File: src/assert_macros.svh
// assertion macros used by the top-level rtl file
`ifndef ASSERT_MACROS_SVH
`define ASSERT_MACROS_SVH

// consequent must hold in the same cycle as the antecedent
`define MMA_ASSERT_IMP(lbl, ante, cons) \
    lbl: assert property (@(posedge clk) disable iff (!rst_n) (ante) |-> (cons)) \
        else $error("assertion failed");

// condition must never be true
`define MMA_ASSERT_NEVER(lbl, cond) \
    lbl: assert property (@(posedge clk) disable iff (!rst_n) !(cond)) \
        else $error("assertion failed");

`endif

File: src/mma_pkg.sv
// shared types and constants of the montgomery modular alu
package mma_pkg;

    localparam int MOD_W   = 30;
    localparam int VAL_W   = 31;
    localparam int CMD_W   = 4;
    localparam int INT_W   = 64;
    localparam int RADIX_W = 32;

    localparam logic [MOD_W-1:0] RESET_MODULUS = 30'd998244353;
    localparam logic [2:0]       NEWTON_LAST   = 3'd5;
    localparam logic [5:0]       REM_LAST      = 6'd63;

    localparam logic CFG_MODULUS = 1'b0;
    localparam logic CFG_SKIP    = 1'b1;

    typedef enum logic [CMD_W-1:0] {
        CMD_CONVERT = 4'd0,
        CMD_ADD     = 4'd1,
        CMD_SUB     = 4'd2,
        CMD_MUL     = 4'd3,
        CMD_DIV     = 4'd4,
        CMD_POW     = 4'd5,
        CMD_INV     = 4'd6,
        CMD_NEG     = 4'd7,
        CMD_CANON   = 4'd8,
        CMD_EQUAL   = 4'd9
    } mma_cmd_t;

    typedef enum logic [2:0] {
        MM_IDLE,
        MM_LO,
        MM_HI,
        MM_T,
        MM_Q,
        MM_SUM
    } mma_mont_phase_t;

    typedef enum logic [3:0] {
        ST_DERIVE,
        ST_DERIVE_WAIT,
        ST_IDLE,
        ST_CONV_REM,
        ST_MUL_WAIT,
        ST_CAN_WAIT,
        ST_EQA_WAIT,
        ST_EQB_WAIT,
        ST_POW_INIT,
        ST_POW_LOOP,
        ST_POW_MULW,
        ST_POW_SQW,
        ST_OUT
    } mma_state_t;

    typedef struct packed {
        logic               start;
        logic               wide;
        logic [INT_W-1:0]   x;
        logic [RADIX_W-1:0] y;
    } mma_mont_req_t;

    typedef struct packed {
        logic             start;
        logic [MOD_W-1:0] init;
        logic [INT_W-1:0] dividend;
    } mma_rem_req_t;

endpackage

File: src/mma_newton.sv
// newton iteration for the inverse of the modulus mod 2^32
module mma_newton (
    input  logic                         clk,
    input  logic                         rst_n,
    input  logic                         start,
    input  logic [mma_pkg::MOD_W-1:0]    modulus,
    output logic                         busy,
    output logic [mma_pkg::RADIX_W-1:0]  factor
);

    logic                        busy_reg;
    logic                        phase_reg;
    logic [2:0]                  iter_reg;
    logic [mma_pkg::RADIX_W-1:0] x_reg;
    logic [mma_pkg::RADIX_W-1:0] p_reg;
    logic [mma_pkg::RADIX_W-1:0] mul_a;
    logic [mma_pkg::RADIX_W-1:0] mul_b;
    logic [mma_pkg::RADIX_W-1:0] prod_lo;

    assign mul_a   = x_reg;
    assign mul_b   = phase_reg ? (32'd2 - p_reg) : {2'b00, modulus};
    assign prod_lo = mul_a * mul_b;

    always_ff @(posedge clk or negedge rst_n)
    begin
        if (!rst_n)
        begin
            busy_reg  <= 1'b0;
            phase_reg <= 1'b0;
            iter_reg  <= 3'd0;
        end
        else if (start)
        begin
            busy_reg  <= 1'b1;
            phase_reg <= 1'b0;
            iter_reg  <= 3'd0;
        end
        else if (busy_reg)
        begin
            phase_reg <= ~phase_reg;
            if (phase_reg)
            begin
                iter_reg <= iter_reg + 3'd1;
                if (iter_reg == mma_pkg::NEWTON_LAST)
                    busy_reg <= 1'b0;
            end
        end
    end

    always_ff @(posedge clk)
    begin
        if (start)
            x_reg <= 32'd1;
        else if (busy_reg)
        begin
            if (phase_reg)
                x_reg <= prod_lo;
            else
                p_reg <= prod_lo;
        end
    end

    assign busy   = busy_reg;
    assign factor = x_reg;

endmodule

File: config.mk
export PLATFORM = sky130hd
export DESIGN_NAME = mma_newton
export DESIGN_NICKNAME = d
export VERILOG_FILES = /design/src/assert_macros.svh /design/src/mma_pkg.sv /design/src/mma_newton.sv
export SDC_FILE = /design/constraint.sdc
export NUM_CORES = 1
export LEC_CHECK = 0
export BUFFER_PORTS_ARGS = -buffer_cell sky130_fd_sc_hd__buf_2
export CORE_AREA = 5 5 194 196
export DETAILED_ROUTE_END_ITERATION = 12
export DIE_AREA = 0 0 199 201
export PLACE_DENSITY = 0.71
export RECOVER_POWER = 50
export SLEW_MARGIN = 5
export SYNTH_ARGS = -nofsm -noshare
export SYNTH_HDL_FRONTEND = slang
export SYNTH_SLANG_ARGS = --single-unit
export TNS_END_PERCENT = 30
File: constraint.sdc
create_clock -name clk -period 14 [get_ports clk]
set_clock_uncertainty 0.1 [all_clocks]
set_input_delay 2.1 -clock clk [delete_from_list [all_inputs] [get_ports clk]]
set_output_delay 2.1 -clock clk [all_outputs]
set_load 0.02 [all_outputs]
# Word level (Yosys, flattened, before mapping)
# Index checks and enable logic that the tools add are counted.
# op_classes
n_addsub,2
multipliers,1
n_div,0
order_cmp,0
n_eq_ne,1
n_shift,0
mux,10
bitwise_logic,2
reduce_logical,5
# op_table
cell,n
multiplier 32 x 32 -> 32 bit,1
two-way mux 32 bit,1
subtractor 2 x 32 -> 32 bit (first input constant),1
two-way mux 3 bit,3
two-way mux 1 bit,6
AND reduction 2 bit,2
nonzero test 2 bit,2
adder 3 x 1 -> 3 bit (second input constant),1
== test 3 bit (second input constant),1
AND reduction 3 bit,1
inverter 1 bit,2
# totals
ff_bits,69
latchBits,0
ramBits,0
mem_bits_ro,0
inputBits,33
output_inout_bits,33
mem_count,0

# Depth between registers and ports, before layout
# depth
word_depth,5
ltp_mapped,34
mapped_depth_nobuf,32

# Worst setup path before layout
# No wires, ideal clock.
# synth_timing
path_type,in2reg
start,input modulus[2] (netlist name)
end,register x_reg (netlist bit factor[31])
arrival_ns,9.006
required_time_ns,13.785
setup_slack_ns,4.780
cell_stages,29
path_cell_list,nor2_1 > a21oi_1 > clkbuf_1 > clkbuf_1 > nand2_1 > fa_1 > inv_1 > fa_1 > inv_1 > fa_1 > fa_1 > inv_1 > fa_1 > inv_1 > fa_1 > inv_1 > fa_1 > fa_1 > ha_1 > nor2_1 > nor2_1 > a211oi_1 > o2111ai_1 > a21oi_1 > nand2_1 > a21oi_1 > o21ai_0 > xnor2_1 > o21a_1
# synth_between
elab_chain_cells,2
# synth_rtl
item,line_no,text
start: declaration,mma_newton.sv:6,"input logic [mma_pkg::MOD_W-1:0] modulus,"
two-way mux 32 bit,mma_newton.sv:21,"assign mul_b = phase_reg ? (32'd2 - p_reg) : {2'b00, modulus};"
multiplier 32 x 32 -> 32 bit,mma_newton.sv:22,assign prod_lo = mul_a * mul_b;
"via prod_lo, one bit",mma_newton.sv:18,logic [mma_pkg::RADIX_W-1:0] prod_lo;
end signal: assignment,mma_newton.sv:57,x_reg <= prod_lo;
end: declaration,mma_newton.sv:14,logic [mma_pkg::RADIX_W-1:0] x_reg;
# The timed path passes the listed nets, and every way through them passes these cells.
# A chain may end at the register's enable or synchronous reset.

# Final worst setup path
# layout_timing
start,input modulus[2] (netlist name)
end,register x_reg (netlist bit factor[30])
# layout_between
elab_chain_cells,2
# layout_rtl
item,line_no
two-way mux 32 bit,mma_newton.sv:21
multiplier 32 x 32 -> 32 bit,mma_newton.sv:22
# No other way between the ends.

==> impl_metrics.csv <==
group,metric,value,unit
status,status,"finished with violations",
status,violations,"capacitance limit, slew limit",
critical_path,slowest_stage,"a21oi_2",
timing,maxSlewViolCount,366,
critical_path,crit_start,"modulus[2]",
layout,antenna_cells,0,
drt,drt_iter0_drc,1356,
critical_path,cp_max_fo,17,
synth,yosys_warnings,0,
critical_path,r2r-end,"factor[31]",
global_route,grt_start_max_net_pins,37,
drt,firstDrtPassIters,5,
die,dieArea,40000,um2
drt,ant_nets,0,
layout,multi_input_area,15300,um2
drt,via_per_inst,5.63,
placement,gp_congestion,0.996,
synth,synth_edf_count,32,
timing,rsz0062_at_grt,"false",
synth,syn-cell-area,19100,um2
timing,timing.fmax,98.4,MHz
critical_path,cpPeakStageDelay,0.85,ns
timing,min_period,10.16,ns
global_route,grt_busiest_layer,"met2",
critical_path,required,14.12,ns
timing,fin_ws,3.84,ns
layout,nets,2695,
critical_path,end_kind,"flip-flop",
critical_path,reg2reg_depth,29,
clock_network,holdBufCountCts,0,
global_route,grt_usage,28.1,%
critical_path,cp-start-kind,"input port",
clock_network,clk_pin_slew_worst_paths,0.06,ns
critical_path,crit_family,"adder cells",
synth,synth_xor_area_share,5.17,%
clock_network,clock_latency,0.34,ns
clock_network,cts_buffer_depth,2,
critical_path,cp.depth,28,
critical_path,crit_top_cell,"fa_1",
clock_network,cts_resized,0,
timing,setup_tns,0,ns
critical_path,crit_type,"input port to flip-flop",
placement,dp_hpwl,40.3,mm
timing,slew_headroom,-43.7,%
synth,synthMuxAreaShare,1.04,%
synth,synth-seq-area-share,9.05,%
min_path,hold_depth,2,
synth,synthAdderAreaFrac,51.1,%
critical_path,r2r-start,"p_reg[9]",
global_route,grt_overflow,0,
drt,wl_per_cell,20.6,um
timing,setup_viol,0,
timing,worstMarginPinSlew,2.16,ns
clock_network,cts_made_buffers,9,
global_route,antenna_found_initial,3,
drt,drt-total-wl,53.6,mm
synth,yosysUniqueCellTypes,60,
die,fp.dieW,199,um
flow_run,cap_violations,12,
clock_network,clock_sinks,69,
die,core,35900,um2
critical_path,cp.arrival,10.28,ns
die,rows,70,
global_route,met2_usage,44.3,%
layout,instances_no_fill,2601,
clock_network,cts_root_buffer,"clkbuf_16",
synth,synth_top_flop_cell,"edfxtp_1",
synth,synth-simple-area-share,18.2,%
layout,drive_gt1_share,5.16,%
layout,seq_area,1730,um2
drt,num_vias,14644,
placement,dp_worst_setup_slack,3.65,ns
min_path,holdPathEnd,"factor[7]",
die,die_h,201,um
clock_network,ctsHtreeMaxLevel,3,
clock_network,cts_tree,"built",
layout,fin_area,20100,um2
drt,drc,0,
synth,avgSynthCellArea,8.95,um2
critical_path,r2r_setup_slack,4.22,ns
clock_network,post-cts-setup-buffers,0,
global_route,grt_pass1_vias,15796,
global_route,met3_usage,4.21,%
synth,synth_top_family_by_area,"adder cells",
synth,syn_nets,2698,
timing,hold_viol,0,
min_path,hp-class,"flip-flop to flip-flop",
min_path,hold_start,"factor[7]",
layout,area_growth,5.49,%
layout,num-fill-cells,3189,
global_route,grt_pass1_wl,87.5,mm
synth,ys_ff_latch,69,
die,initial_core_util,53.1,%
die,pin_count,66,
critical_path,worst-path-buf-inv,7,
timing,finalCritPeriodShare,72.6,%
placement,portBuffers,65,
synth,synth_compound_area_share,4.45,%
global_route,met1_usage,39.6,%
placement,dp.cells,2585,
placement,dpl_cell_area,19900,um2
synth,synth_cells,2131,
synth,async_reset_ff_share,7.25,%
## cell families after synthesis
family | count (synthesis)
buffers and inverters | 560
DFF | 69
adders and majority gates | 534
muxes | 18
AOI/OAI and AO/OA | 125
xor gates and xnor gates | 98
and+or+nand+nor | 727
## cell usage after synthesis (all sizes together) (10+ instances only)
master	n	area, um2
and2	212	1330
edfxtp	32	961
nand4	11	68.8
xor2	18	158
nand2	371	1390
dfxtp	32	641
o21ai	15	75.1
nor3	21	105
nand3	10	50.1
mux2	14	158
nor4	12	75.1
ha	126	1580
a21o	14	105
clkbuf	97	364
xnor2	71	622
a21oi	43	215
fa	408	8170
buf	10	41.3
inv	453	1700
nor2	53	199
## final cells by class
type | instances | area share [%]
repair buffers | 93 | 2.31
well taps | 468 | 2.91
inverters | 453 | 8.45
clock buffers | 10 | 1.14
multi-input cells | 1502 | 76.1
clock inverters | 6 | 0.553
flip-flops and latches | 69 | 8.58
## routing by layer
metal / share of wire (%) / wire [um]
met1: 40 / 21400
met5: 0 / 0
met4: 4.7 / 2510
met2: 46 / 24700
met3: 9.4 / 5060
## worst register-to-register path, delay by kind of cell (launching register included)
kind | cells | cell delay (ns)
AOI/OAI and AO/OA | 2 | 0.90
xor gates and xnor gates | 10 | 2.34
adders and majority gates | 8 | 3.96
buffers and inverters | 5 | 0.27
DFF | 1 | 0.48
and+or+nand+nor | 4 | 1.63
## worst max path at each step
| stage | endpoint | slack (ns) |
|---|---|---|
| 4_1_cts | p_reg[30] | 4.04 |
| 3_5_place_dp | p_reg[30] | 3.65 |
| 3_3_place_gp | p_reg[30] | 3.92 |
| 6_report | factor[30] | 3.84 |
| 5_1_grt | factor[30] | 3.54 |
| 2_1_floorplan | factor[31] | 4.78 |
## stage by stage
| stage | utilization [%] | hold WS (ns) |
|---|---|---|
| finish | 56.1 | 0.360 |
| global route | 56.1 | 0.382 |
| CTS | 56.3 | 0.362 |
| detailed placement | 55.3 | 0.354 |
| global placement | 55.3 | 0.341 |
| floorplan | - | 0.405 |
## layout by cell type (no fill, tap or decap), types with 7 or more instances in the layout
master and n:
a21o_1 14, a21oi_1 41, and2_1 208, and3_1 7, buf_2 44, buf_4 16, clkbuf_1 34, clkbuf_16 9
dfxtp_1 31, edfxtp_1 32, fa_1 408, ha_1 126, inv_1 453, mux2_2 14, nand2_1 371, nand3_1 10
nand4_1 11, nor2_1 53, nor2b_1 9, nor3_1 21, nor4_1 12, o21ai_0 14, or3_1 8, xnor2_1 71
xor2_1 18
Power is not shown: default switching activity piles up to over one toggle a cycle in this logic, so the estimate is an artifact.
