File: src/assert_macros.svh
// assertion macros used by the top-level rtl file
`ifndef ASSERT_MACROS_SVH
`define ASSERT_MACROS_SVH

// consequent must hold in the same cycle as the antecedent
`define MMA_ASSERT_IMP(lbl, ante, cons) \
    lbl: assert property (@(posedge clk) disable iff (!rst_n) (ante) |-> (cons)) \
        else $error("assertion failed");

// condition must never be true
`define MMA_ASSERT_NEVER(lbl, cond) \
    lbl: assert property (@(posedge clk) disable iff (!rst_n) !(cond)) \
        else $error("assertion failed");

`endif

File: src/mma_pkg.sv
// shared types and constants of the montgomery modular alu
package mma_pkg;

    localparam int MOD_W   = 30;
    localparam int VAL_W   = 31;
    localparam int CMD_W   = 4;
    localparam int INT_W   = 64;
    localparam int RADIX_W = 32;

    localparam logic [MOD_W-1:0] RESET_MODULUS = 30'd998244353;
    localparam logic [2:0]       NEWTON_LAST   = 3'd5;
    localparam logic [5:0]       REM_LAST      = 6'd63;

    localparam logic CFG_MODULUS = 1'b0;
    localparam logic CFG_SKIP    = 1'b1;

    typedef enum logic [CMD_W-1:0] {
        CMD_CONVERT = 4'd0,
        CMD_ADD     = 4'd1,
        CMD_SUB     = 4'd2,
        CMD_MUL     = 4'd3,
        CMD_DIV     = 4'd4,
        CMD_POW     = 4'd5,
        CMD_INV     = 4'd6,
        CMD_NEG     = 4'd7,
        CMD_CANON   = 4'd8,
        CMD_EQUAL   = 4'd9
    } mma_cmd_t;

    typedef enum logic [2:0] {
        MM_IDLE,
        MM_LO,
        MM_HI,
        MM_T,
        MM_Q,
        MM_SUM
    } mma_mont_phase_t;

    typedef enum logic [3:0] {
        ST_DERIVE,
        ST_DERIVE_WAIT,
        ST_IDLE,
        ST_CONV_REM,
        ST_MUL_WAIT,
        ST_CAN_WAIT,
        ST_EQA_WAIT,
        ST_EQB_WAIT,
        ST_POW_INIT,
        ST_POW_LOOP,
        ST_POW_MULW,
        ST_POW_SQW,
        ST_OUT
    } mma_state_t;

    typedef struct packed {
        logic               start;
        logic               wide;
        logic [INT_W-1:0]   x;
        logic [RADIX_W-1:0] y;
    } mma_mont_req_t;

    typedef struct packed {
        logic             start;
        logic [MOD_W-1:0] init;
        logic [INT_W-1:0] dividend;
    } mma_rem_req_t;

endpackage

File: src/mma_serrem.sv
// bit-serial remainder: one dividend bit per cycle, msb first
module mma_serrem (
    input  logic                       clk,
    input  logic                       rst_n,
    input  mma_pkg::mma_rem_req_t      req,
    input  logic [mma_pkg::MOD_W-1:0]  modulus,
    output logic                       busy,
    output logic [mma_pkg::MOD_W-1:0]  rem
);

    logic                        busy_reg;
    logic [5:0]                  count_reg;
    logic [mma_pkg::MOD_W-1:0]   rem_reg;
    logic [mma_pkg::INT_W-1:0]   div_reg;
    logic [mma_pkg::MOD_W:0]     cand;
    logic [mma_pkg::MOD_W:0]     reduced;

    assign cand    = {rem_reg, div_reg[mma_pkg::INT_W-1]};
    assign reduced = (cand >= {1'b0, modulus}) ? (cand - {1'b0, modulus}) : cand;

    always_ff @(posedge clk or negedge rst_n)
    begin
        if (!rst_n)
        begin
            busy_reg  <= 1'b0;
            count_reg <= 6'd0;
        end
        else if (req.start)
        begin
            busy_reg  <= 1'b1;
            count_reg <= 6'd0;
        end
        else if (busy_reg)
        begin
            count_reg <= count_reg + 6'd1;
            if (count_reg == mma_pkg::REM_LAST)
                busy_reg <= 1'b0;
        end
    end

    always_ff @(posedge clk)
    begin
        if (req.start)
        begin
            rem_reg <= req.init;
            div_reg <= req.dividend;
        end
        else if (busy_reg)
        begin
            rem_reg <= reduced[mma_pkg::MOD_W-1:0];
            div_reg <= {div_reg[mma_pkg::INT_W-2:0], 1'b0};
        end
    end

    assign busy = busy_reg;
    assign rem  = rem_reg;

endmodule

File: config.mk
export PLATFORM = sky130hd
export DESIGN_NAME = mma_serrem
export DESIGN_NICKNAME = d
export VERILOG_FILES = /design/src/assert_macros.svh /design/src/mma_pkg.sv /design/src/mma_serrem.sv
export SDC_FILE = /design/constraint.sdc
export NUM_CORES = 1
export LEC_CHECK = 0
export ABC_AREA = 1
export BUFFER_PORTS_ARGS = -buffer_cell sky130_fd_sc_hd__buf_2
export CORE_MARGIN = 1
export CORE_UTILIZATION = 30
export DETAILED_ROUTE_END_ITERATION = 8
export PLACE_DENSITY = 0.6
export SYNTH_ARGS = -nofsm -noshare
export SYNTH_HDL_FRONTEND = slang
export SYNTH_SLANG_ARGS = --single-unit
File: constraint.sdc
create_clock -name clk -period 3.37 [get_ports clk]
set_clock_uncertainty 0.05 [all_clocks]
set_input_delay 0.337 -clock clk [delete_from_list [all_inputs] [get_ports clk]]
set_output_delay 0.337 -clock clk [all_outputs]
set_load 0.01 [all_outputs]
# Word-level counts from Yosys, hierarchy flattened
# Index checks and enable logic that the tools add are counted.
totals:
  out_inout_bits: 31
  memories: 0
  inputBits: 127
  latch_bits: 0
  ram_bits: 0
  mem_bits_ro: 0
  regBits: 101
classes:
  n_reduce_logical: 1
  n_eq_ne: 1
  order_cmp: 1
  n_addsub: 2
  bitwise: 0
  multipliers: 0
  div_mod_pow: 0
  shifts: 0
  n_mux: 10
op_table:
  columns: ["operator", "n"]
  rows:
  - ["$mux 64", 2]
  - ["$mux 30", 3]
  - ["$ge 31x30->1", 1]
  - ["$sub 30x30->30", 1]
  - ["$mux 6", 2]
  - ["$add 6x1->6 const B", 1]
  - ["$eq 6x6->1 const B", 1]
  - ["$mux 1", 3]
  - ["$reduce_bool 2->1", 1]

# Longest topological paths before layout
depth:
  depth_word: 4
  ltp_mapped: 16
  mapped_depth_nobuf: 15

# Worst setup path before layout
# Ideal clock, no wire load.
synth_path:
  kind: "input -> register"
  startpoint: "in req[94] (netlist name)"
  endpoint: "reg div_reg[0] (netlist name), enable pin"
  cell_stages: 4
  path_buffers: 2
  path_slack_ns: 0.241
  arrival_ns: 2.632
  cell_sequence: "clkbuf_1 > buf_2 > nor2_1 > inv_1"
synth_via:
  elab_chain_cells: 1
synth_lines:
  columns: ["item", "line", "text"]
  rows:
  - ["start, declared", "mma_serrem.sv:5", "input mma_pkg::mma_rem_req_t req,"]
  - ["$reduce_bool 2->1 (no source line)", null, null]
  - ["end signal, assigned", "mma_serrem.sv:46", "div_reg <= req.dividend;"]
  - ["end signal, assigned", "mma_serrem.sv:51", "div_reg <= {div_reg[mma_pkg::INT_W-2:0], 1'b0};"]
  - ["end, declared", "mma_serrem.sv:14", "logic [mma_pkg::INT_W-1:0] div_reg;"]
# Every way passes these cells.
# A chain may end at the register's enable or synchronous reset.

# Worst setup path in the final report
layout_path:
  startpoint: "reg rem_reg (netlist bit rem[5])"
  endpoint: "reg rem_reg (netlist bit rem[21]), data pin"
layout_via:
  elab_chain_cells: 4
layout_lines:
  columns: ["item", "line", "text"]
  rows:
  - ["start, declared", "mma_serrem.sv:13", "logic [mma_pkg::MOD_W-1:0] rem_reg;"]
  - ["start signal, assigned", "mma_serrem.sv:45", "rem_reg <= req.init;"]
  - ["start signal, assigned", "mma_serrem.sv:50", "rem_reg <= reduced[mma_pkg::MOD_W-1:0];"]
  - ["$sub 30x30->30 or $ge 31x30->1 (tied branches)", "mma_serrem.sv:19", "assign reduced = (cand >= {1'b0, modulus}) ? (cand - {1'b0, modulus}) : cand;"]
  - ["$mux 30 (*)", "mma_serrem.sv:19", null]
  - ["$mux 30 (*)", "mma_serrem.sv:48", "else if (busy_reg)"]
  - ["$mux 30 (*)", "mma_serrem.sv:43", "if (req.start)"]
# Every way passes the cells marked *; elsewhere a longest branch is shown, timed or not. The select of a mux whose other input is x is not followed.

==> flow_metrics.py <==
metrics = {
    "synthesis": {
        "yosys-top-cells-area": "edfxtp_1 (40%), nand2_1 (25%), inv_1 (6.7%)",
        "syn_area_per_cell_sq_um": 7.06,
        "synthDistinctLibCells": 32,
        "synth_top_area_cell": "edfxtp_1",
        "yosys.area.top_type_share": 0.401,
        "synth_fp_nets": 1155,
        "synth_seq_area_share": 0.426,
        "netlist_instances": 996,
        "ys_ff_latch": 101,
        "ys.warnings.count": 0,
        "netlist_area_sq_mm": 0.00703,
    },
    "placed_design": {
        "place_congestion": 0.948,
        "portBuffers": 157,
        "pre_cts_ws_ns": 0.469,
        "hpwlAfterDp_um": 15100,
    },
    "worst_setup_path": {
        "crit_top_cell": "nand2_1",
        "cp_slowest_cell": "edfxtp_1",
        "crit_arrival_ns": 2.92,
        "cpPeakStageDelay_ns": 0.44,
        "crit_fanout": 24,
        "path_class": "reg -> reg",
        "end_kind": "register",
        "cp_cell_sequence": "ha_1, nand2_1, inv_1, a21oi_1, nand2_1, nand2_1, nand2_1, nand2_2, nand3_4, buf_4, nor2_1, nor2_1, nand2_1, nand2_1",
        "required_ns": 3.44,
        "start_kind": "register",
    },
    "sta": {
        "tns_ns": 0,
        "drv_slew": 0,
        "hold_viol_final": 0,
        "setup-violations-final": 0,
        "slew-limit-headroom": 0.270,
        "setup_slack_ns": 0.520,
        "finalCritPeriodShare": 0.846,
        "tightestPinTransition_ns": 1.09,
        "fmax_mhz": 351,
        "rsz0062_at_grt": "false",
        "period_needed_ns": 2.85,
    },
    "clocking": {
        "cts_root_buf": "clkbuf_16",
        "cts_resized": 0,
        "tritoncts": "done",
        "htree_levels": 3,
        "clk_latency_ns": 0.36,
        "cts.sinks": 101,
        "post-cts-setup-buffer-count": 0,
        "cts_buffers": 9,
        "cts.clk_slew.worst_paths_ns": 0.08,
        "clockBufferDepth": 2,
    },
    "pwr": {
        "internal-power_mw": 3.25,
        "switching_share": 0.434,
        "p_sw_mw": 2.50,
        "pwr-share-seq": 0.317,
        "p_per_area_mw_per_mm2": 680,
        "combinationalPowerShare": 0.500,
        "p_leak_nw": 4.54,
        "clock_power_share": 0.183,
        "peakVddDrop_mv": 0.315,
    },
    "global_routing": {
        "antenna_found_initial": 7,
        "grt_usage": 0.167,
        "grt_max_degree": 98,
        "grt_pass1_wl_um": 31500,
        "grt-ovfl-total": 0,
        "grt_pass1_vias": 6308,
    },
    "die": {
        "die_h_um": 155,
        "io_pins": 158,
        "start_util": 0.308,
        "die-area_sq_mm": 0.0241,
        "die_w_um": 155,
        "rows": 55,
        "core-area_sq_mm": 0.0228,
    },
    "layout": {
        "largest_register_ffs": 64,
        "nNetsFinal": 1307,
        "layout-drive-gt1-share": 0.171,
        "areaGrowthSynthToFinish_pct": 20.3,
    },
    "flow_run": {
        "drv_cap": 0,
    },
    "route": {
        "antenna_left": 0,
        "drcViolationCount": 0,
        "avgRoutedWirePerCell_um": 13.3,
        "drtIter0Drc": 354,
        "drt_wl_total_um": 19500,
        "vias": 6470,
        "first_pass_iters": 5,
        "viasPerCell": 4.41,
    },
    "worst_hold_path": {
        "hold_class": "in -> reg",
    },
    "run_status": {
        "status": "complete, no violations",
    },
}
## synthesized netlist by cell type, drive strengths merged
library cell,instances
nand2,471
inv,126
edfxtp,94
nor2,88
nand3,59
ha,31
a21oi,25
clkbuf,14
o21ai,13
xnor2,13
buf,12
nand4,12
dfrtp,7
nand3b,7
nor3,6
and2,5
o21bai,5
or2,3
a31oi,2
a21boi,1
fa,1
xor2,1
## cells in the final DEF, fill, tap and decap left out, drive strengths merged, types with 9 or more instances in the layout
cell type  netlist  final
nand4           12     12
ha              31     31
nand3           59     59
nand2          471    471
edfxtp          94     94
clkbuf          14      9
nor2            88     88
o21ai           13     13
inv            126    129
xnor2           13     13
buf             12    166
a21oi           25     25
## per-layer routing
metal / GRT usage / share of wire / vias to the layer above
met5: 0 / 0.0028 / -
met4: 0.0457 / 0.018 / 8
met3: 0.0535 / 0.068 / 26
met2: 0.291 / 0.47 / 165
met1: 0.198 / 0.44 / 2835
li1: - / - / 3436
## power by group through the flow
stage	clock network, mW	registers, mW	logic [mW]
after floorplan	0	1.89	2.04
after global placement	0	1.85	2.86
after detailed placement	0	1.85	2.87
after CTS	1.10	1.83	2.89
after global routing	1.14	1.86	3.30
final	1.05	1.82	2.88
## critical path: cells and delay by family, from the launching register on
kind | cells | cell delay [ns]
buffers and inverters | 2 | 0.36
AOI/OAI and AO/OA | 1 | 0.20
adders and majority gates | 1 | 0.35
and+or+nand+nor | 10 | 1.20
DFF | 1 | 0.44
## through the flow
| stage | util | hold slack [ns] | std cells | area [sq um] | power [mW] |
|---|---|---|---|---|---|
| final | 0.370 | 0.188 | 1468 | 8460 | 5.75 |
| after global routing | 0.370 | 0.180 | 1466 | 8460 | 6.29 |
| after CTS | 0.370 | 0.175 | 1466 | 8460 | 5.82 |
| after detailed placement | 0.357 | 0.129 | 1449 | 8160 | 4.72 |
| after global placement | 0.357 | 0.129 | 1449 | 8160 | 4.71 |
| after floorplan | - | -0.00859 | 996 | 7030 | 3.93 |
## worst paths after layout
check | startpoint | to | slack [ns] | cells past startpoint
setup / recovery | rem[5] | rem[21] | 0.52 | 14
hold / removal | req[28] | div_reg[28] | 0.19 | 3
setup reg to reg | rem[5] | rem[21] | 0.52 | 14
hold reg to reg | count_reg[5] | count_reg[5] | 0.43 | 1
max in group asynchronous | rst_n | count_reg[2] | 2.83 | 2
min in group asynchronous | rst_n | count_reg[1] | 0.29 | 2
## final cells by class
cell class                      instances  area, sq um
Antenna cell                            2         5.00
Inverter                              126          474
Tap cell                              313          392
Multi-Input combinational cell        743         3420
Timing Repair Buffer                  167          878
Fill cell                            2518        14400
Clock inverter                          7         63.8
Sequential cell                       101         3000
Clock buffer                            9          225
## cells by family after synthesis
kind of cell    after synthesis  share of synthesized area
simple gates                651                      0.374
compound gates               46                     0.0374
xor+xnor                     14                     0.0174
buf+inv                     152                     0.0868
flops                       101                      0.426
fa+ha+maj                    32                     0.0580
## timing repair
action	CTS	global route
hold buffers	1	0
setup endpoints to repair	0	0
hold endpoints to repair	7	0
Note: power is estimated with default switching activity, not from simulation.
