File: src/assert_macros.svh
// assertion macros used by the top-level rtl file
`ifndef ASSERT_MACROS_SVH
`define ASSERT_MACROS_SVH

// consequent must hold in the same cycle as the antecedent
`define MMA_ASSERT_IMP(lbl, ante, cons) \
    lbl: assert property (@(posedge clk) disable iff (!rst_n) (ante) |-> (cons)) \
        else $error("assertion failed");

// condition must never be true
`define MMA_ASSERT_NEVER(lbl, cond) \
    lbl: assert property (@(posedge clk) disable iff (!rst_n) !(cond)) \
        else $error("assertion failed");

`endif

File: src/mma_pkg.sv
// shared types and constants of the montgomery modular alu
package mma_pkg;

    localparam int MOD_W   = 30;
    localparam int VAL_W   = 31;
    localparam int CMD_W   = 4;
    localparam int INT_W   = 64;
    localparam int RADIX_W = 32;

    localparam logic [MOD_W-1:0] RESET_MODULUS = 30'd998244353;
    localparam logic [2:0]       NEWTON_LAST   = 3'd5;
    localparam logic [5:0]       REM_LAST      = 6'd63;

    localparam logic CFG_MODULUS = 1'b0;
    localparam logic CFG_SKIP    = 1'b1;

    typedef enum logic [CMD_W-1:0] {
        CMD_CONVERT = 4'd0,
        CMD_ADD     = 4'd1,
        CMD_SUB     = 4'd2,
        CMD_MUL     = 4'd3,
        CMD_DIV     = 4'd4,
        CMD_POW     = 4'd5,
        CMD_INV     = 4'd6,
        CMD_NEG     = 4'd7,
        CMD_CANON   = 4'd8,
        CMD_EQUAL   = 4'd9
    } mma_cmd_t;

    typedef enum logic [2:0] {
        MM_IDLE,
        MM_LO,
        MM_HI,
        MM_T,
        MM_Q,
        MM_SUM
    } mma_mont_phase_t;

    typedef enum logic [3:0] {
        ST_DERIVE,
        ST_DERIVE_WAIT,
        ST_IDLE,
        ST_CONV_REM,
        ST_MUL_WAIT,
        ST_CAN_WAIT,
        ST_EQA_WAIT,
        ST_EQB_WAIT,
        ST_POW_INIT,
        ST_POW_LOOP,
        ST_POW_MULW,
        ST_POW_SQW,
        ST_OUT
    } mma_state_t;

    typedef struct packed {
        logic               start;
        logic               wide;
        logic [INT_W-1:0]   x;
        logic [RADIX_W-1:0] y;
    } mma_mont_req_t;

    typedef struct packed {
        logic             start;
        logic [MOD_W-1:0] init;
        logic [INT_W-1:0] dividend;
    } mma_rem_req_t;

endpackage

File: src/mma_mont.sv
// montgomery product engine on one shared 32x32 multiplier
module mma_mont (
    input  logic                         clk,
    input  logic                         rst_n,
    input  mma_pkg::mma_mont_req_t       req,
    input  logic [mma_pkg::MOD_W-1:0]    modulus,
    input  logic [mma_pkg::RADIX_W-1:0]  factor,
    output logic                         busy,
    output logic                         done,
    output logic [mma_pkg::RADIX_W-1:0]  res
);

    mma_pkg::mma_mont_phase_t phase_reg, phase_next;

    logic                        wide_reg;
    logic                        done_reg;
    logic [mma_pkg::INT_W-1:0]   x_reg;
    logic [mma_pkg::RADIX_W-1:0] y_reg;
    logic [mma_pkg::INT_W-1:0]   w_reg;
    logic [mma_pkg::RADIX_W-1:0] t_reg;
    logic [mma_pkg::RADIX_W-1:0] qh_reg;
    logic [mma_pkg::RADIX_W-1:0] res_reg;
    logic [mma_pkg::RADIX_W-1:0] mul_a;
    logic [mma_pkg::RADIX_W-1:0] mul_b;
    logic [mma_pkg::INT_W-1:0]   prod;

    always_comb
    begin
        mul_a      = x_reg[31:0];
        mul_b      = y_reg;
        phase_next = phase_reg;
        unique case (phase_reg)
            mma_pkg::MM_IDLE:
            begin
                if (req.start)
                    phase_next = mma_pkg::MM_LO;
            end
            mma_pkg::MM_LO:
            begin
                phase_next = wide_reg ? mma_pkg::MM_HI : mma_pkg::MM_T;
            end
            mma_pkg::MM_HI:
            begin
                mul_a      = x_reg[63:32];
                phase_next = mma_pkg::MM_T;
            end
            mma_pkg::MM_T:
            begin
                mul_a      = w_reg[31:0];
                mul_b      = factor;
                phase_next = mma_pkg::MM_Q;
            end
            mma_pkg::MM_Q:
            begin
                mul_a      = t_reg;
                mul_b      = {2'b00, modulus};
                phase_next = mma_pkg::MM_SUM;
            end
            mma_pkg::MM_SUM:
            begin
                phase_next = mma_pkg::MM_IDLE;
            end
            default:
            begin
                phase_next = mma_pkg::MM_IDLE;
            end
        endcase
    end

    assign prod = 64'(mul_a) * 64'(mul_b);

    always_ff @(posedge clk or negedge rst_n)
    begin
        if (!rst_n)
        begin
            phase_reg <= mma_pkg::MM_IDLE;
            done_reg  <= 1'b0;
        end
        else
        begin
            phase_reg <= phase_next;
            done_reg  <= (phase_reg == mma_pkg::MM_SUM);
        end
    end

    always_ff @(posedge clk)
    begin
        unique case (phase_reg)
            mma_pkg::MM_IDLE:
            begin
                if (req.start)
                begin
                    wide_reg <= req.wide;
                    x_reg    <= req.x;
                    y_reg    <= req.y;
                end
            end
            mma_pkg::MM_LO:  w_reg <= prod;
            // upper partial product only lands in the high word, wrapped to 64 bits
            mma_pkg::MM_HI:  w_reg[63:32] <= w_reg[63:32] + prod[31:0];
            mma_pkg::MM_T:   t_reg <= prod[31:0];
            mma_pkg::MM_Q:   qh_reg <= prod[63:32];
            mma_pkg::MM_SUM: res_reg <= w_reg[63:32] + {2'b00, modulus} - qh_reg;
            default:
            begin
            end
        endcase
    end

    assign busy = (phase_reg != mma_pkg::MM_IDLE);
    assign done = done_reg;
    assign res  = res_reg;

endmodule

File: config.mk
export PLATFORM = sky130hd
export DESIGN_NAME = mma_mont
export DESIGN_NICKNAME = d
export VERILOG_FILES = /design/src/assert_macros.svh /design/src/mma_pkg.sv /design/src/mma_mont.sv
export SDC_FILE = /design/constraint.sdc
export NUM_CORES = 2
export LEC_CHECK = 0
export ABC_AREA = 1
export ABC_CLOCK_PERIOD_IN_PS = 22700
export BUFFER_PORTS_ARGS = -buffer_cell sky130_fd_sc_hd__buf_2
export CORE_ASPECT_RATIO = 1.2
export CORE_MARGIN = 1
export CORE_UTILIZATION = 54
export CTS_BUF_LIST = sky130_fd_sc_hd__clkbuf_8
export DETAILED_ROUTE_END_ITERATION = 8
export PLACE_DENSITY = 0.83
export SYNTH_ARGS = -nofsm -noshare
export SYNTH_HDL_FRONTEND = slang
export SYNTH_SLANG_ARGS = --single-unit
File: constraint.sdc
create_clock -name clk -period 22.7 [get_ports clk]
set_input_delay 6.81 -clock clk [delete_from_list [all_inputs] [get_ports clk]]
set_output_delay 6.81 -clock clk [all_outputs]
set_load 0.005 [all_outputs]
Word level (Yosys, flattened, before mapping)

Index checks and enable logic that the tools add are counted.

Word-level logic and storage cells: 30
Register bits: 261
Input bits: 162
Output and inout port bits: 34

Reduce and logical (&&, ||, !) cells: 4
$mul: 1
Mux-type cells: 6
Eq/ne operators: 6
Add/sub/neg operators: 3

Operator list:

| cell                                           | count |
|---|---|
| one-hot mux 32 bit (2 select lines)            | 2 |
| one-hot mux 32 bit (3 select lines)            | 1 |
| multiplier 32 x 32 -> 64 bit                   | 1 |
| adder 32 x 30 -> 32 bit                        | 1 |
| adder 32 bit                                   | 1 |
| subtractor 32 bit                              | 1 |
| one-hot mux 3 bit (5 select lines)             | 1 |
| == test 3 x 2 -> 1 bit (second input constant) | 2 |
| == test 3 bit (second input constant)          | 2 |
| == test 3 x 1 -> 1 bit (second input constant) | 1 |
| zero test 3 bit                                | 1 |
| two-way mux 3 bit                              | 1 |
| nonzero test 3 bit                             | 1 |
| inequality test 2 bit (second input constant)  | 1 |
| AND reduction 2 bit                            | 1 |
| nonzero test 2 bit                             | 1 |
| two-way mux 1 bit                              | 1 |

Longest topological paths before layout

Depth after elaboration: 5
Mapped depth: 48
Gate-level depth less buffers: 46

Worst setup path before layout

Ideal clock, no wire load.

Kind: input to register
From: in modulus[11] (netlist bit)
To: reg w_reg[63] (netlist bit) (data pin)
Setup time: 0.253 ns
Data required time: 22.447 ns
Slack: 8.573 ns
Arrival: 13.874 ns
Path buffers: 1
Stages on the path: 36
Path through: inv_1 o21ai_0 a21oi_2 inv_2 buf_4 nand2_1 fa_1 inv_1 fa_1 inv_1 fa_1 fa_1 fa_1 inv_1 fa_1 fa_1 fa_1 ha_1 nand2_1 inv_1 a21oi_1 a21boi_0 nand3_1 xor2_1 ha_1 nand2_1 nor2_1 inv_1 nor2_1 inv_1 o21ai_0 inv_1 nand2_1 nand3_1 nand3_1 nand2_1

Cells in the longest elaborated chain, start to end: 4

RTL lines:

| element                             | RTL line        | source |
|---|---|---|
| from (decl)                         | mma_mont.sv:6   | `input logic [mma_pkg::MOD_W-1:0] modulus,` |
| one-hot mux 32 bit (2 select lines) | mma_mont.sv:32  | `unique case (phase_reg)` |
| multiplier 32 x 32 -> 64 bit        | mma_mont.sv:70  | `assign prod = 64'(mul_a) * 64'(mul_b);` |
| named net prod (one bit)            | mma_mont.sv:25  | `logic [mma_pkg::INT_W-1:0] prod;` |
| adder 32 bit                        | mma_mont.sv:100 | `mma_pkg::MM_HI: w_reg[63:32] <= w_reg[63:32] + prod[31:0];` |
| one-hot mux 32 bit (2 select lines) | mma_mont.sv:88  | `unique case (phase_reg)` |
| to (signal assigned)                | mma_mont.sv:98  | `mma_pkg::MM_LO: w_reg <= prod;` |
| to (decl)                           | mma_mont.sv:19  | `logic [mma_pkg::INT_W-1:0] w_reg;` |

The timed path passes the listed nets, and every way through them passes these cells.
A chain may end at the register's enable or synchronous reset.

Final worst setup path

From: in modulus[14] (netlist bit)
To: reg w_reg[59] (netlist bit) (data pin)

The elaborated chain is that of the path after synthesis.

==> results.md <==
Logic synthesis:
- The number of instances in the synthesized netlist is 5530.
- In this run the cell area of the synthesized design comes to 0.04764 mm2.
- After synthesis, the share of flip-flops with an asynchronous set or reset is 1.533%.
- Summed over its instances, the top area cell type makes up 38.96% of the synthesized netlist area.
- In this run, synthesis produced a sequential element count of 261.
- Synthesis produced a netlist with a net count of 6947.
- Yosys attributes the largest share of cell area to sky130_fd_sc_hd__fa_1 39%, sky130_fd_sc_hd__edfxtp_1 16%, sky130_fd_sc_hd__inv_1 9.7%.
- The average instance in the mapped netlist occupies 8.614 um2.
- Summed over all instances, the cell type with the most area after synthesis is sky130_fd_sc_hd__fa_1.
- The Yosys warning count is 0.
- Synthesis instantiated 47 different standard cells from the library.
- The number of flops mapped to enable cells by yosys is 257.
- Sequential elements use 16.41% of the synthesized area.
- In the post-synthesis netlist, the cell with the most instances is sky130_fd_sc_hd__inv_1.
- The most common flop cell mapped by yosys is sky130_fd_sc_hd__edfxtp_1.
- The commonest cells after synthesis are 1234 x sky130_fd_sc_hd__inv_1, 1152 x sky130_fd_sc_hd__nand2_1, 927 x sky130_fd_sc_hd__fa_1, 646 x sky130_fd_sc_hd__nor2_1, 328 x sky130_fd_sc_hd__ha_1.

STA:
- Adding up every negative setup slack in the final design gives 0 ns.
- The number of hold violations in the final report is 0.
- The transition time at the pin with the least slew margin is 1.114 ns.
- The smallest clock period supported by the final layout is computed as 15.74 ns.
- Timing would allow up to 63.53 MHz.
- Setup violations remaining at the end of the flow were counted as 0.
- The count of final max-slew check failures is 0.
- The relative slew slack is 25.65%.
- The final critical-path share of the clock period is 69.34%.
- Setup repair after global routing left no endpoint under its margin.
- For the final database, setup skew stands at 0.05084 ns.

GRT:
- Summed over all layers, the global routing overflow is 0.
- The number of global-route vias before repair is 41690.
- Global routing used 37.09% of the available tracks.
- The initial antenna violation count is 4.
- The first global-routing pass estimated 244700 um of wire.
- The maximum number of pins on one net before global-route repair is 63.

Placement:
- The number of instances in the placed design is 6740.
- The routability congestion estimate is 1.053.
- The detailed placement HPWL is 132200 um.
- The count of input and output buffers is 195.

Floorplan:
- The area of the core is 0.08681 mm2.
- The cell row count is 118.
- The die height is 327.4 um.
- In this run the count of I/O pins placed on the die edge is 196.
- The initial utilization of the core area, before any placement, comes to 54.87%.
- The chip width is 273.1 um.
- The floorplan step defined a die boundary enclosing 0.08941 mm2.

Worst hold path:
- The min-delay analysis places its worst path in the category reg2reg.
- The startpoint of the tightest hold check path is wide_reg.

Setup path:
- The critical path is of the in2reg type.
- The startpoint of the lowest-slack register-to-register path is phase_reg[1].
- The arrival time of the worst setup path is 16.15 ns.
- The sort of element at the start of the critical path is a primary input.
- The peak fanout along the critical path is 21.
- The count of buffer and inverter cells on the critical path is 9.
- On the critical path, the stage with the largest delay is an instance of sky130_fd_sc_hd__inv_1.
- STA puts the critical path data required time at 23.11 ns.
- The most frequent cell on the critical path is sky130_fd_sc_hd__fa_1.
- The critical path starts at modulus[14].
- STA classifies the critical path endpoint as a register.
- The kind of cell with the highest combined delay on the critical path is adder cells.
- In this design, the stage delay of the slowest critical-path cell is 0.59 ns.

Drt:
- The final layout contains routed wiring with a total length of 161600 um.
- After detailed routing, the number of vias per cell comes to 5.772.
- The iteration-0 DRC count of the detailed router is 3932.
- The routed layout has 39410 vias.
- In the final routed layout, each cell accounts on average for 23.67 um.
- For this run, design rule violations remaining after detail routing come to 0.
- The count of nets left with antenna violations once routing finished came out at 0.
- The pre-antenna-repair detailed-routing pass consisted of 8 iterations.

Clock network:
- The number of gates resized after CTS was 0.
- The post-CTS clock slew at the launch and capture registers of the worst setup and hold paths is 0.07 ns.
- The cell sitting at the root of the clock tree is a sky130_fd_sc_hd__clkbuf_8.
- At the later pin of the worst-skew pair, clock insertion delay measures 0.66 ns.
- In this run, CTS created clock tree buffers numbering 45.
- The deepest clock path buffer count is 3.
- The tree built by TritonCTS fans out to 261 sinks.
- The hold-fix buffer count after cts is 0.
- The clock tree from TritonCTS is built.
- The H-tree was split into 2 levels.
- Buffers added to address setup during post-CTS repair amount to 0.

Cells and area:
- Compared with the post-synthesis result, the final layout area differs by 5.899%.
- The post-route netlist has 7.392% of its cells at a drive strength greater than 1.
- The filler-free cell count of the finished design is 6828.
- The number of nets at the end of the flow is 7064.

Outcome:
- The run finished with clean final reports.

Flow run:
- The tool flagged a number of max-cap violations equal to 0.
## worst reg2reg max path, delay by kind of cell, from the launching register on
kind | cells | cell delay, ns
fa+ha+maj | 10 | 4.76
simple gates | 15 | 3.85
buf+inv | 9 | 1.63
compound gates | 3 | 1.38
flops | 1 | 0.46
xor+xnor | 1 | 0.44
## final cells by class
type / count / area, um2
antenna: 6 / 15.01
clock buffer: 47 / 646.9
clock inverter: 35 / 256.5
fill: 7606 / 36370
inverter: 1271 / 4781
multi-input combinational: 3811 / 34060
sequential: 261 / 7818
tap: 1140 / 1426
timing repair buffer: 257 / 1441
## metrics by stage
| stage | instance area, um2 | util (%) | worst slack [ns] | hold slack [ns] |
|---|---|---|---|---|
| 2_1_floorplan | 47640 | - | 8.573 | 0.5522 |
| 3_3_place_gp | 49530 | 57.05 | 6.451 | 0.6053 |
| 3_5_place_dp | 49530 | 57.05 | 6.495 | 0.6043 |
| 4_1_cts | 50430 | 58.09 | 7.144 | 0.5935 |
| 5_1_grt | 50440 | 58.10 | 6.616 | 0.6234 |
| 6_report | 50450 | 58.11 | 6.959 | 0.6058 |
## routing by layer
metal / vias to the layer above / track usage [%] / share of wire, %
met3: 667 / 8.532 / 11
met2: 2504 / 60.48 / 47
met4: 0 / 23.28 / 7.8
li1: 16770 / - / -
met5: - / 0 / 0
met1: 19470 / 44.38 / 35
## worst paths after layout
kind / end / slack, ns / cells after the start
max in group asynchronous: phase_reg[2] / 16.63 / 1
hold reg to reg: phase_reg[0] / 0.61 / 3
min in group asynchronous: phase_reg[0] / 5.95 / 1
setup / recovery: w_reg[59] / 6.96 / 35
hold / removal: phase_reg[0] / 0.61 / 3
setup reg to reg: w_reg[59] / 9.95 / 38
## placed cells by master (no fill, tap or decap), types with 8 or more instances in the layout
| cell type | count |
|---|---|
| sky130_fd_sc_hd__inv_1 | 1245 |
| sky130_fd_sc_hd__nand2_1 | 1151 |
| sky130_fd_sc_hd__fa_1 | 927 |
| sky130_fd_sc_hd__nor2_1 | 645 |
| sky130_fd_sc_hd__ha_1 | 328 |
| sky130_fd_sc_hd__edfxtp_1 | 257 |
| sky130_fd_sc_hd__a21oi_1 | 195 |
| sky130_fd_sc_hd__buf_2 | 195 |
| sky130_fd_sc_hd__nand3_1 | 134 |
| sky130_fd_sc_hd__o21ai_0 | 117 |
| sky130_fd_sc_hd__buf_4 | 62 |
| sky130_fd_sc_hd__xor2_1 | 50 |
| sky130_fd_sc_hd__clkbuf_8 | 47 |
| sky130_fd_sc_hd__inv_2 | 34 |
| sky130_fd_sc_hd__nand4_1 | 27 |
| sky130_fd_sc_hd__a22o_1 | 26 |
| sky130_fd_sc_hd__and2_1 | 25 |
| sky130_fd_sc_hd__xnor2_1 | 21 |
| sky130_fd_sc_hd__nor3_1 | 20 |
| sky130_fd_sc_hd__a21oi_2 | 19 |
| sky130_fd_sc_hd__o21bai_1 | 18 |
| sky130_fd_sc_hd__a21o_1 | 17 |
| sky130_fd_sc_hd__nand3b_1 | 13 |
| sky130_fd_sc_hd__or2_2 | 13 |
| sky130_fd_sc_hd__nand2_2 | 12 |
| sky130_fd_sc_hd__o21ai_2 | 9 |
| sky130_fd_sc_hd__clkinv_1 | 9 |
| sky130_fd_sc_hd__a21boi_0 | 8 |
## kinds of logic (layout without fill, tap and decap cells)
group | count (synthesis) | in the layout | synth area share [%]
compound gates | 429 | 429 | 5.227
other cells | 0 | 6 | 0
fa+ha+maj | 1255 | 1255 | 47.57
flops | 261 | 261 | 16.41
xor+xnor | 71 | 71 | 1.305
buf+inv | 1458 | 1610 | 12.21
simple gates | 2056 | 2056 | 17.28
Power is left out: the tool's default activity adds up to more than one toggle a clock period on the data nets, which glitch-free logic cannot reach.
